### src/hdl/brm_pkg.sv
`default_nettype none

package brm_pkg;

  // Fixed formats of the ports.
  localparam int SAMPLE_W  = 16;
  localparam int RMS_W     = 24;
  localparam int OUT_CNT_W = 11;

  // Block format.
  localparam int MAX_SAMPLES   = 1024;
  localparam int FRACTION_BITS = 8;

  // Derived datapath widths.
  localparam int CNT_W   = $clog2(MAX_SAMPLES + 1);
  localparam int SQ_W    = 2 * SAMPLE_W - 1;
  localparam int SUM_W   = SQ_W + CNT_W - 1;
  localparam int SHIFT   = 2 * FRACTION_BITS;
  localparam int NUM_W   = SUM_W + SHIFT;
  localparam int MEAN_W  = SQ_W + SHIFT;
  localparam int RAD_W   = MEAN_W + (MEAN_W % 2);
  localparam int ROOT_W  = RAD_W / 2;
  localparam int STEP_W  = $clog2(NUM_W);

  // Largest possible result: a full-scale negative sample every time.
  localparam int RMS_MAX = 1 << (SAMPLE_W - 1 + FRACTION_BITS);

  typedef enum logic [2:0] {
    ST_ACCUM,
    ST_FLUSH,
    ST_DIV_INIT,
    ST_DIVIDE,
    ST_ROOT_INIT,
    ST_ROOT,
    ST_PUBLISH
  } state_t;

  typedef struct packed {
    logic accept;
    logic div_init;
    logic div_step;
    logic root_init;
    logic root_step;
    logic publish;
  } dp_cmd_t;

endpackage

`default_nettype wire

### src/hdl/brm_ctrl.sv
`default_nettype none

module brm_ctrl (
  input  logic              clk,
  input  logic              rst,
  input  logic              in_valid,
  input  logic              last_sample,
  input  logic              out_ready,
  output logic              in_ready,
  output logic              out_valid,
  output brm_pkg::dp_cmd_t  cmd
);

  localparam logic [brm_pkg::STEP_W-1:0] DIV_LAST  = brm_pkg::STEP_W'(brm_pkg::NUM_W - 1);
  localparam logic [brm_pkg::STEP_W-1:0] ROOT_LAST = brm_pkg::STEP_W'(brm_pkg::ROOT_W - 1);

  brm_pkg::state_t           state, state_next;
  logic [brm_pkg::STEP_W-1:0] step, step_next;
  logic                       out_valid_next;
  logic                       out_free;

  assign out_free = !out_valid || out_ready;

  always_ff @(posedge clk) begin
    if (rst) begin
      state     <= brm_pkg::ST_ACCUM;
      step      <= '0;
      out_valid <= 1'b0;
    end else begin
      state     <= state_next;
      step      <= step_next;
      out_valid <= out_valid_next;
    end
  end

  // Next state.
  always_comb begin
    state_next = state;
    unique case (state)
      brm_pkg::ST_ACCUM:     if (in_valid && last_sample) state_next = brm_pkg::ST_FLUSH;
      brm_pkg::ST_FLUSH:     state_next = brm_pkg::ST_DIV_INIT;
      brm_pkg::ST_DIV_INIT:  state_next = brm_pkg::ST_DIVIDE;
      brm_pkg::ST_DIVIDE:    if (step == DIV_LAST) state_next = brm_pkg::ST_ROOT_INIT;
      brm_pkg::ST_ROOT_INIT: state_next = brm_pkg::ST_ROOT;
      brm_pkg::ST_ROOT:      if (step == ROOT_LAST) state_next = brm_pkg::ST_PUBLISH;
      brm_pkg::ST_PUBLISH:   if (out_free) state_next = brm_pkg::ST_ACCUM;
      default:               state_next = brm_pkg::ST_ACCUM;
    endcase
  end

  // Iteration counter for the divider and the root.
  always_comb begin
    step_next = '0;
    if ((state == brm_pkg::ST_DIVIDE && step != DIV_LAST) ||
        (state == brm_pkg::ST_ROOT && step != ROOT_LAST)) begin
      step_next = step + 1'b1;
    end
  end

  // Outputs and commands.
  always_comb begin
    cmd       = '0;
    in_ready  = 1'b0;
    unique case (state)
      brm_pkg::ST_ACCUM: begin
        in_ready   = 1'b1;
        cmd.accept = in_valid;
      end
      brm_pkg::ST_FLUSH:     cmd = '0;
      brm_pkg::ST_DIV_INIT:  cmd.div_init  = 1'b1;
      brm_pkg::ST_DIVIDE:    cmd.div_step  = 1'b1;
      brm_pkg::ST_ROOT_INIT: cmd.root_init = 1'b1;
      brm_pkg::ST_ROOT:      cmd.root_step = 1'b1;
      brm_pkg::ST_PUBLISH:   cmd.publish   = out_free;
      default:               cmd = '0;
    endcase
  end

  always_comb begin
    out_valid_next = out_valid;
    if (cmd.publish) begin
      out_valid_next = 1'b1;
    end else if (out_ready) begin
      out_valid_next = 1'b0;
    end
  end

endmodule

`default_nettype wire

### src/hdl/brm_datapath.sv
`default_nettype none

module brm_datapath (
  input  logic                                clk,
  input  logic                                rst,
  input  brm_pkg::dp_cmd_t                    cmd,
  input  logic signed [brm_pkg::SAMPLE_W-1:0] sample,
  output logic [brm_pkg::RMS_W-1:0]           rms_value,
  output logic [brm_pkg::OUT_CNT_W-1:0]       sample_count,
  output logic                                overflowed
);

  // Accumulator.
  logic signed [2*brm_pkg::SAMPLE_W-1:0] prod;
  logic [brm_pkg::SQ_W-1:0]              sq;
  logic                                  sq_vld;
  logic [brm_pkg::SUM_W-1:0]             sum;
  logic [brm_pkg::CNT_W-1:0]             count;
  logic                                  dropped;
  logic                                  room;

  // Divider: remainder and a numerator that turns into the quotient.
  logic [brm_pkg::CNT_W-1:0]             rem;
  logic [brm_pkg::NUM_W-1:0]             num;
  logic [brm_pkg::CNT_W:0]               trial;
  logic                                  fits;

  // Square root.
  logic [brm_pkg::RAD_W-1:0]             rad;
  logic [brm_pkg::RAD_W-1:0]             root;
  logic [brm_pkg::RAD_W-1:0]             rbit;
  logic [brm_pkg::RAD_W-1:0]             rtrial;

  assign prod  = sample * sample;
  assign room  = count < brm_pkg::CNT_W'(brm_pkg::MAX_SAMPLES);
  assign trial = {rem, num[brm_pkg::NUM_W-1]};
  assign fits  = trial >= {1'b0, count};
  // The trial bit always sits below the lowest set bit of root.
  assign rtrial = root | rbit;

  always_ff @(posedge clk) begin
    if (rst) begin
      sq_vld  <= 1'b0;
      sum     <= '0;
      count   <= '0;
      dropped <= 1'b0;
    end else begin
      sq_vld <= cmd.accept && room;
      if (cmd.publish) begin
        sum     <= '0;
        count   <= '0;
        dropped <= 1'b0;
      end else begin
        if (sq_vld) begin
          sum <= sum + brm_pkg::SUM_W'(sq);
        end
        if (cmd.accept) begin
          if (room) begin
            count <= count + 1'b1;
          end else begin
            dropped <= 1'b1;
          end
        end
      end
    end
  end

  always_ff @(posedge clk) begin
    if (cmd.accept) begin
      sq <= prod[brm_pkg::SQ_W-1:0];
    end
  end

  always_ff @(posedge clk) begin
    if (cmd.div_init) begin
      rem <= '0;
      num <= brm_pkg::NUM_W'(sum) << brm_pkg::SHIFT;
    end else if (cmd.div_step) begin
      rem <= fits ? brm_pkg::CNT_W'(trial - {1'b0, count}) : brm_pkg::CNT_W'(trial);
      num <= {num[brm_pkg::NUM_W-2:0], fits};
    end
  end

  always_ff @(posedge clk) begin
    if (cmd.root_init) begin
      rad  <= (count == '0) ? '0 : brm_pkg::RAD_W'(num[brm_pkg::MEAN_W-1:0]);
      root <= '0;
      rbit <= brm_pkg::RAD_W'(1) << (brm_pkg::RAD_W - 2);
    end else if (cmd.root_step) begin
      if (rad >= rtrial) begin
        rad  <= rad - rtrial;
        root <= (root >> 1) | rbit;
      end else begin
        root <= root >> 1;
      end
      rbit <= rbit >> 2;
    end
  end

  always_ff @(posedge clk) begin
    if (cmd.publish) begin
      rms_value    <= brm_pkg::RMS_W'(root);
      sample_count <= brm_pkg::OUT_CNT_W'(count);
      overflowed   <= dropped;
    end
  end

endmodule

`default_nettype wire

### src/hdl/block_rms_meter.sv
// Channel  Handshake               Payload
// input    in_valid / in_ready     sample, last_sample
// output   out_valid / out_ready   rms_value, sample_count, overflowed
//
// While a block is open, one sample is taken every cycle.
// After the closing sample the block flushes the squaring stage and runs
// the bit-serial divider and square root, during which in_ready is low.
// The result sits in an output register, so the next block starts
// accumulating while a finished result still waits to be taken.
// Reset is synchronous and clears the sums, the count and the valid flag.
`default_nettype none

module block_rms_meter (
  input  logic                                clk,
  input  logic                                rst,
  input  logic                                in_valid,
  output logic                                in_ready,
  input  logic signed [brm_pkg::SAMPLE_W-1:0] sample,
  input  logic                                last_sample,
  output logic                                out_valid,
  input  logic                                out_ready,
  output logic [brm_pkg::RMS_W-1:0]           rms_value,
  output logic [brm_pkg::OUT_CNT_W-1:0]       sample_count,
  output logic                                overflowed
);

  // Commands from the sequencer to the datapath.
  brm_pkg::dp_cmd_t cmd;

  // The controller steps through accumulate, a flush of the squaring
  // stage, the restoring divide, the square root and publish.
  brm_ctrl u_ctrl (
    .clk         (clk),
    .rst         (rst),
    .in_valid    (in_valid),
    .last_sample (last_sample),
    .out_ready   (out_ready),
    .in_ready    (in_ready),
    .out_valid   (out_valid),
    .cmd         (cmd)
  );

  // The datapath squares each sample in the cycle it arrives, adds the
  // square in the next cycle, then reuses its registers for the mean and
  // the root, one result bit per cycle.
  brm_datapath u_dp (
    .clk          (clk),
    .rst          (rst),
    .cmd          (cmd),
    .sample       (sample),
    .rms_value    (rms_value),
    .sample_count (sample_count),
    .overflowed   (overflowed)
  );

endmodule

`default_nettype wire

### config.mk
export PLATFORM = sky130hd
export DESIGN_NAME = block_rms_meter
export DESIGN_NICKNAME = d
export VERILOG_FILES = /design/src/hdl/brm_pkg.sv /design/src/hdl/brm_ctrl.sv /design/src/hdl/brm_datapath.sv /design/src/hdl/block_rms_meter.sv
export SDC_FILE = /design/constraint.sdc
export NUM_CORES = 1
export LEC_CHECK = 0
export ABC_AREA = 0
export BUFFER_PORTS_ARGS = -buffer_cell sky130_fd_sc_hd__buf_4
export CAP_MARGIN = 20
export CORE_ASPECT_RATIO = 0.5
export CORE_UTILIZATION = 30
export CTS_CLUSTER_DIAMETER = 60
export DETAILED_ROUTE_END_ITERATION = 16
export SYNTH_ARGS = -nofsm -noshare
export SYNTH_HDL_FRONTEND = slang
export SYNTH_SLANG_ARGS = --single-unit
### constraint.sdc
create_clock -name clk -period 8.2 [get_ports clk]
set_clock_uncertainty 0.15 [all_clocks]
set_input_delay 1.64 -clock clk [delete_from_list [all_inputs] [get_ports clk]]
set_output_delay 1.64 -clock clk [all_outputs]
set_load 0.1 [all_outputs]
==> results.txt, run 1 <==
Initial DRC Count: 1029
Area contributors post-synth: fa_1 18%, edfxtp_1 18%, dfxtp_1 13%
Initial core utilization: 30.5%
Total Wirelength: 58500 microns
PostCTS Resize Cnt: 0
Placed insts: 3857
Yosys Warn Count: 0
Pleak: 12.6 nW
Final-report hold violation count: 0
Number of synthesized flops with an enable pin: 155
Fin nets: 3212
DRC: 0
CTS max path bufs: 3
Setup bufs post-CTS: 0
Max-Cap Viols: 0
FMAX: 0.133 GHz
Area grow syn2layout: 11.0%
Vias in the first global route: 19000
Finished Layout Cells: 3921
Die ar.: 86700 sq um
Share of layout cells above drive strength 1: 6.81%
Clock power frac: 14.9%
Fin crit period: 7.55 ns
CTS hold repair buffers: 0
Horiz. Die Dim: 415 microns
Clock buffer count from CTS: 36
Worst rel slew slack: 30.5%
Most used cell, CP: fa_1
Maximum VDD drop: 0.752 mV
Largest net degree at the start of global routing: 95
Placement Rows: 75
I/O Buffers: 58
Cell Area, Synth: 25600 sq um
Wire per inst: 14.9 microns
Final setup margin: 0.654 ns
Worst path slowest cell: fa_1
Clock sink count: 317
Outcome: finished clean
Sequential group share of total power: 20.1%
Switching Share: 43.8%
#FFs+latches synth: 317
Power density cells: 392 nW/um^2
CTS tree: built
Arr. time, crit path: 7.63 ns
Worst skew pair latency: 0.53 ns
Most frequent cell after synthesis: inv_1
Setup TNS: 0 ns
Worst slew pin tran: 1.04 ns
Sequential share of the synthesized area: 30.8%
Via Count: 18900
GPL Wtd Cong: 0.873
Worst R2R Start: u_dp.rbit[0]$_SDFFE_PP0P_
Critical Path Sink Type: register
First-pass GRT wire length: 97100 microns
Net Switching: 4.89 mW
Synth area leader: fa_1
Core Area: 84200 sq um
Drt first pass iters: 5
Clock root cell: clkbuf_16
Synth top area share: 18.3%
Post-route ant nets: 0
Comb pwr share: 65.1%
H-tree levels: 2
Required time at the worst-slack endpoint: 8.29 ns
Power Internal: 6.28 mW
Post-synthesis cell count: 2772
CP Launch Type: input port
Endpoints failing setup: 0
Initial antenna violation count: 1
DR vias/cell: 4.81
Place WS: 0.136 ns
Min-delay worst type: reg2reg
Post-Syn Area per Cell: 9.25 sq um
RSZ-0062 raised after global routing: false
Clk pin slew, worst setup/hold paths: 0.06 ns
Syn nets: 3205
Placed Instance Area: 27200 sq um
Aggregate global-route resource usage: 13.4%
Antenna cells: 0
Die H: 209 microns
Sequence of cells on the critical path: buf_4 -> nand2_1 -> inv_1 -> fa_1 -> inv_1 -> fa_1 -> fa_1 -> inv_1 -> fa_1 -> fa_1 -> inv_1 -> fa_1 -> inv_1 -> ha_1 -> nand3_1 -> nor2_1 -> nand2_1 -> nor3_1 -> o2111ai_1 -> and4_1 -> o31ai_1 -> a21oi_1 -> xnor2_1
Max FO, Critical Path: 13
Ys async rst share: 0%
Post-Layout Inst Area: 28500 sq um
Final period util: 92.0%
IO Count: 59
Synth cell types: 87
Crit path from: sample[3]
Main synth FF type: dfxtp_1
GRT overflow: 0
Dpl hpwl: 44700 microns
HP Start: u_dp.dropped$_SDFFE_PP0P_
Setup CP Type: in2reg
Max incr delay on CP: 0.55 ns
Post-synth top cells: 420 x inv_1, 276 x nand2_1, 235 x fa_1
Slew Limit Fails: 0
-- state kept, by name, summed over array words and instances (netlist names), 24 cells and up --
name,cells
u_dp.rbit,24
u_dp.sq,30
u_dp.sum,41
u_dp.rad,48
u_dp.num,57
u_dp.rms_value,24
u_dp.root,47
-- layout make-up --
| class | count | area (sq um) |
|---|---|---|
| fill | 8529 | 55700 |
| multi-input combinational | 1923 | 15800 |
| sequential | 317 | 7900 |
| inverter | 423 | 1590 |
| tap | 1116 | 1400 |
| clock buffer | 52 | 1070 |
| timing repair buffer | 78 | 586 |
| clock inverter | 12 | 150 |
-- metal layers --
| metal | wire length [microns] | part of all wire (%) | track usage (%) |
|---|---|---|---|
| met2 | 26600 | 46 | 21.8 |
| met3 | 2310 | 4.0 | 1.57 |
| met4 | 1150 | 2.0 | 3.18 |
| met1 | 28400 | 49 | 19.0 |
| met5 | 17 | 0.029 | 0 |
-- final timing paths --
| kind | end | slack [ns] | cells past startpoint |
|---|---|---|---|
| min | u_dp.overflowed$_DFFE_PP_ | 0.29 | 0 |
| max | u_dp.sq[30]$_DFFE_PP_ | 0.65 | 23 |
| min reg2reg | u_dp.overflowed$_DFFE_PP_ | 0.29 | 0 |
| max reg2reg | u_dp.rad[47]$_SDFFCE_PP0P_ | 3.29 | 14 |
-- critical path: cells and delay by family --
family                   cells  cell delay [ns]
AO/OA/AOI/OAI                3             0.65
XOR/XNOR                     1             0.15
adder cells (fa/ha/maj)      7             3.45
buffers and inverters        6             0.47
AND/OR/NAND/NOR              6             1.25
-- power groups by stage --
stage                     Clock, mW  Sequential (mW)  Combinational (mW)
after CTS                      1.70             2.24                7.30
after global routing           1.77             2.26                8.27
after global placement            0             2.27                7.08
final                          1.66             2.24                7.26
after floorplan                   0             2.22                5.68
after detailed placement          0             2.27                7.25
-- layout by cell type (no fill, tap or decap), drive strengths merged, types with 78 or more instances in the layout --
master,instances
xnor2,99
buf,78
edfxtp,155
a21oi,141
o21ai,194
inv,422
ha,177
nand3,90
nor2,222
nand2,277
dfxtp,162
fa,235
-- cell families (layout without fill, tap and decap cells) --
| logic type | count (synthesis) | after routing | synth area share (%) |
|---|---|---|---|
| and+or+nand+nor | 770 | 770 | 13.8 |
| buffers and inverters | 532 | 565 | 7.94 |
| AOI/OAI and AO/OA | 530 | 530 | 12.9 |
| adders and majority gates | 412 | 412 | 27.0 |
| DFF | 317 | 317 | 30.8 |
| xor gates and xnor gates | 134 | 134 | 4.58 |
| muxes | 77 | 77 | 3.03 |
-- per-stage QoR --
step | hold slack (ns) | power [mW] | util (%)
floorplan | 0.259 | 7.90 | -
global placement | 0.271 | 9.35 | 32.4
detailed placement | 0.272 | 9.53 | 32.4
CTS | 0.288 | 11.2 | 33.8
global route | 0.318 | 12.3 | 33.8
finish | 0.289 | 11.2 | 33.8
(Power assumes the default switching activity.)
==> run 2, diff against run 1 <==
--- a/config.mk
+++ b/config.mk
@@ -8,10 +8,13 @@
 export ABC_AREA = 0
 export BUFFER_PORTS_ARGS = -buffer_cell sky130_fd_sc_hd__buf_4
 export CAP_MARGIN = 20
+export CELL_PAD_IN_SITES_DETAIL_PLACEMENT = 1
+export CELL_PAD_IN_SITES_GLOBAL_PLACEMENT = 2
 export CORE_ASPECT_RATIO = 0.5
 export CORE_UTILIZATION = 30
 export CTS_CLUSTER_DIAMETER = 60
 export DETAILED_ROUTE_END_ITERATION = 16
+export PLACE_DENSITY_LB_ADDON = 0.1
 export SYNTH_ARGS = -nofsm -noshare
 export SYNTH_HDL_FRONTEND = slang
 export SYNTH_SLANG_ARGS = --single-unit
==> run 2 against run 1 <==
Against the previous run:
- die area is the same
- sequential cell count is the same
- total power grew 2.8%
- utilization grew 0.40 points
- via count shrank 0.76%
- sequential share of layout area shrank 0.33 points
- worst hold slack lost 0.0022 ns
- critical path depth shrank 1
- sequential power is essentially flat
- critical endpoint is now u_dp.sq[27]$_DFFE_PP_
==> results.txt, run 2 (same netlist as run 1, synthesis figures left out) <==
GRT overflow: 0 (unchanged)
Area grow syn2layout: 12.3%
Final period util: 90.8% (-1.3 points)
Place WS: 0.141 ns (+0.00422 ns)
DR vias/cell: 4.74 (-1.6%)
Setup TNS: 0 ns (unchanged)
CTS hold repair buffers: 0 (unchanged)
Fin crit period: 7.44 ns (-0.103 ns)
Vias in the first global route: 20000 (+5.1%)
Initial DRC Count: 908 (-12%)
Share of layout cells above drive strength 1: 7.83% (+1.0 points)
Worst rel slew slack: 38.1% (+7.6 points)
Critical Path Sink Type: register
I/O Buffers: 58 (unchanged)
Final setup margin: 0.757 ns (+0.103 ns)
Met2 Resource Use GR: 24.3% (+2.5 points)
Top reg by flops: u_dp.num
Required time at the worst-slack endpoint: 8.35 ns (+0.06 ns)
FMAX: 0.134 GHz (+1.4%)
Met1 Usage GRT: 25.9% (+6.9 points)
IO Count: 59 (unchanged)
Fillers: 9646 (+13%)
Drt first pass iters: 4 (-1)
Outcome: finished clean
Min Hold Slack: 0.286 ns (-0.00224 ns)
Most frequent cells in the layout: 419 x inv_1, 276 x nand2_1, 235 x fa_1
RSZ-0062 raised after global routing: false
Largest net degree at the start of global routing: 69 (-27%)
Dpl hpwl: 55300 microns (+24%)
Clock root cell: clkbuf_16
Placed insts: 3874 (+0.44%)
Horiz. Die Dim: 415 microns (unchanged)
Clock sink count: 317 (unchanged)
Number of flip-flops under the largest register name: 57 (unchanged)
Initial antenna violation count: 0 (-1)
Pleak: 12.8 nW (+1.5%)
GPL Wtd Cong: 0.797 (-8.7%)
Worst slew pin tran: 0.926 ns (-0.116 ns)
Initial core utilization: 30.5% (unchanged)
Fin nets: 3236 (+0.75%)
Clock buffer count from CTS: 42 (+17%)
Setup bufs post-CTS: 0 (unchanged)
Maximum VDD drop: 0.640 mV (-15%)
Core Area: 84200 sq um (unchanged)
Antenna cells: 0 (unchanged)
H-tree levels: 2 (unchanged)
Die H: 209 microns (unchanged)
GR peak layer: met1
Worst skew pair latency: 0.57 ns (+0.04 ns)
Routing usage on met3: 1.86% (+0.29 points)
Aggregate global-route resource usage: 16.5% (+3.1 points)
CTS max path bufs: 3 (unchanged)
Power density cells: 398 nW/um^2 (+1.6%)
Endpoints failing setup: 0 (unchanged)
Clk pin slew, worst setup/hold paths: 0.06 ns (about the same)
Commonest non-fill, non-tap cell in the layout: inv_1
Finished Layout Cells: 3953 (+0.82%)
CP Launch Type: input port
DRC: 0 (unchanged)
Setup CP Type: in2reg
Placement Rows: 75 (unchanged)
Wire per inst: 17.9 microns (+20%)
Slew Limit Fails: 0 (unchanged)
Post-route ant nets: 0 (unchanged)
Final-report hold violation count: 0 (unchanged)
Max FO, Critical Path: 13 (unchanged)
PostCTS Resize Cnt: 0 (unchanged)
Max-Cap Viols: 0 (unchanged)
Via Count: 18700 (-0.76%)
Arr. time, crit path: 7.59 ns (-0.04 ns)
Total Wirelength: 70800 microns (+21%)
Largest regs: u_dp.num x57, u_dp.rad x48, u_dp.root x47
First-pass GRT wire length: 114000 microns (+18%)
CTS tree: built
Min-delay worst type: reg2reg
Die ar.: 86700 sq um (unchanged)
-- run 2: cell types whose count changed in the layout (fill, tap and decap cells not counted) --
cell and change:
clkinv_1 +1, clkinvlp_4 +1, o21ai_2 +1, clkinv_4 -1
inv_4 +1, inv_6 +7, o21ai_4 -1, buf_4 +17
clkbuf_16 +6, buf_16 +1, inv_8 -1, clkinv_2 +2
clkbuf_8 -2
-- run 2: area by class of cell --
cell class / count / area [sq um] / share of cell area (%)
well taps: 1116 / 1400 / 4.85
repair buffers: 96 / 741 / 2.57
inverters: 423 / 1590 / 5.51
clock inverters: 22 / 219 / 0.760
clock buffers: 56 / 1200 / 4.16
flip-flops and latches: 317 / 7900 / 27.4
multi-input cells: 1923 / 15800 / 54.7
-- run 2: path summary, 6_finish.rpt --
path | startpoint | to | slack (ns) | cells after the start
setup / recovery | sample[5] | u_dp.sq[27]$_DFFE_PP_ | 0.76 | 22
hold / removal | u_dp.dropped$_SDFFE_PP0P_ | u_dp.overflowed$_DFFE_PP_ | 0.29 | 0
setup reg to reg | u_dp.root[0]$_SDFFE_PP0P_ | u_dp.rad[19]$_DFFE_PP_ | 3.13 | 14
hold reg to reg | u_dp.dropped$_SDFFE_PP0P_ | u_dp.overflowed$_DFFE_PP_ | 0.29 | 0
-- run 2: power breakdown --
part	internal [mW]	leakage, nW	switching, mW
clock	1.13	0.694	0.761
sequential	2.15	2.71	0.105
combinational	3.15	9.36	4.18
-- run 2: worst max-delay path: stages --
cell and delay, ns:
buf_4 0.18, and2_1 0.22, fa_1 0.52, inv_1 0.05
fa_1 0.48, fa_1 0.52, inv_1 0.06, fa_1 0.49
fa_1 0.49, inv_1 0.05, fa_1 0.53, inv_1 0.04
ha_1 0.36, a21o_1 0.21, a21o_1 0.17, a21oi_1 0.23
o21ai_0 0.19, a221oi_1 0.47, nor3b_2 0.15, a211oi_1 0.26
o21ai_0 0.12, xor2_1 0.15
-- run 2: layer usage --
metal,share of wire [%],vias to the layer above
met2,41,148
met3,2.4,60
li1,-,9263
met4,1.3,0
met1,56,9253
met5,0,-
-- run 2: per-stage QoR --
step                      total power [mW]  instance area (sq um)  utilization (%)
after detailed placement              9.78                  27400             32.5
after CTS                             11.8                  28800             34.2
final                                 11.5                  28800             34.2
after floorplan                       7.90                  25600                -
after global placement                9.78                  27400             32.5
after global routing                  12.8                  28800             34.2
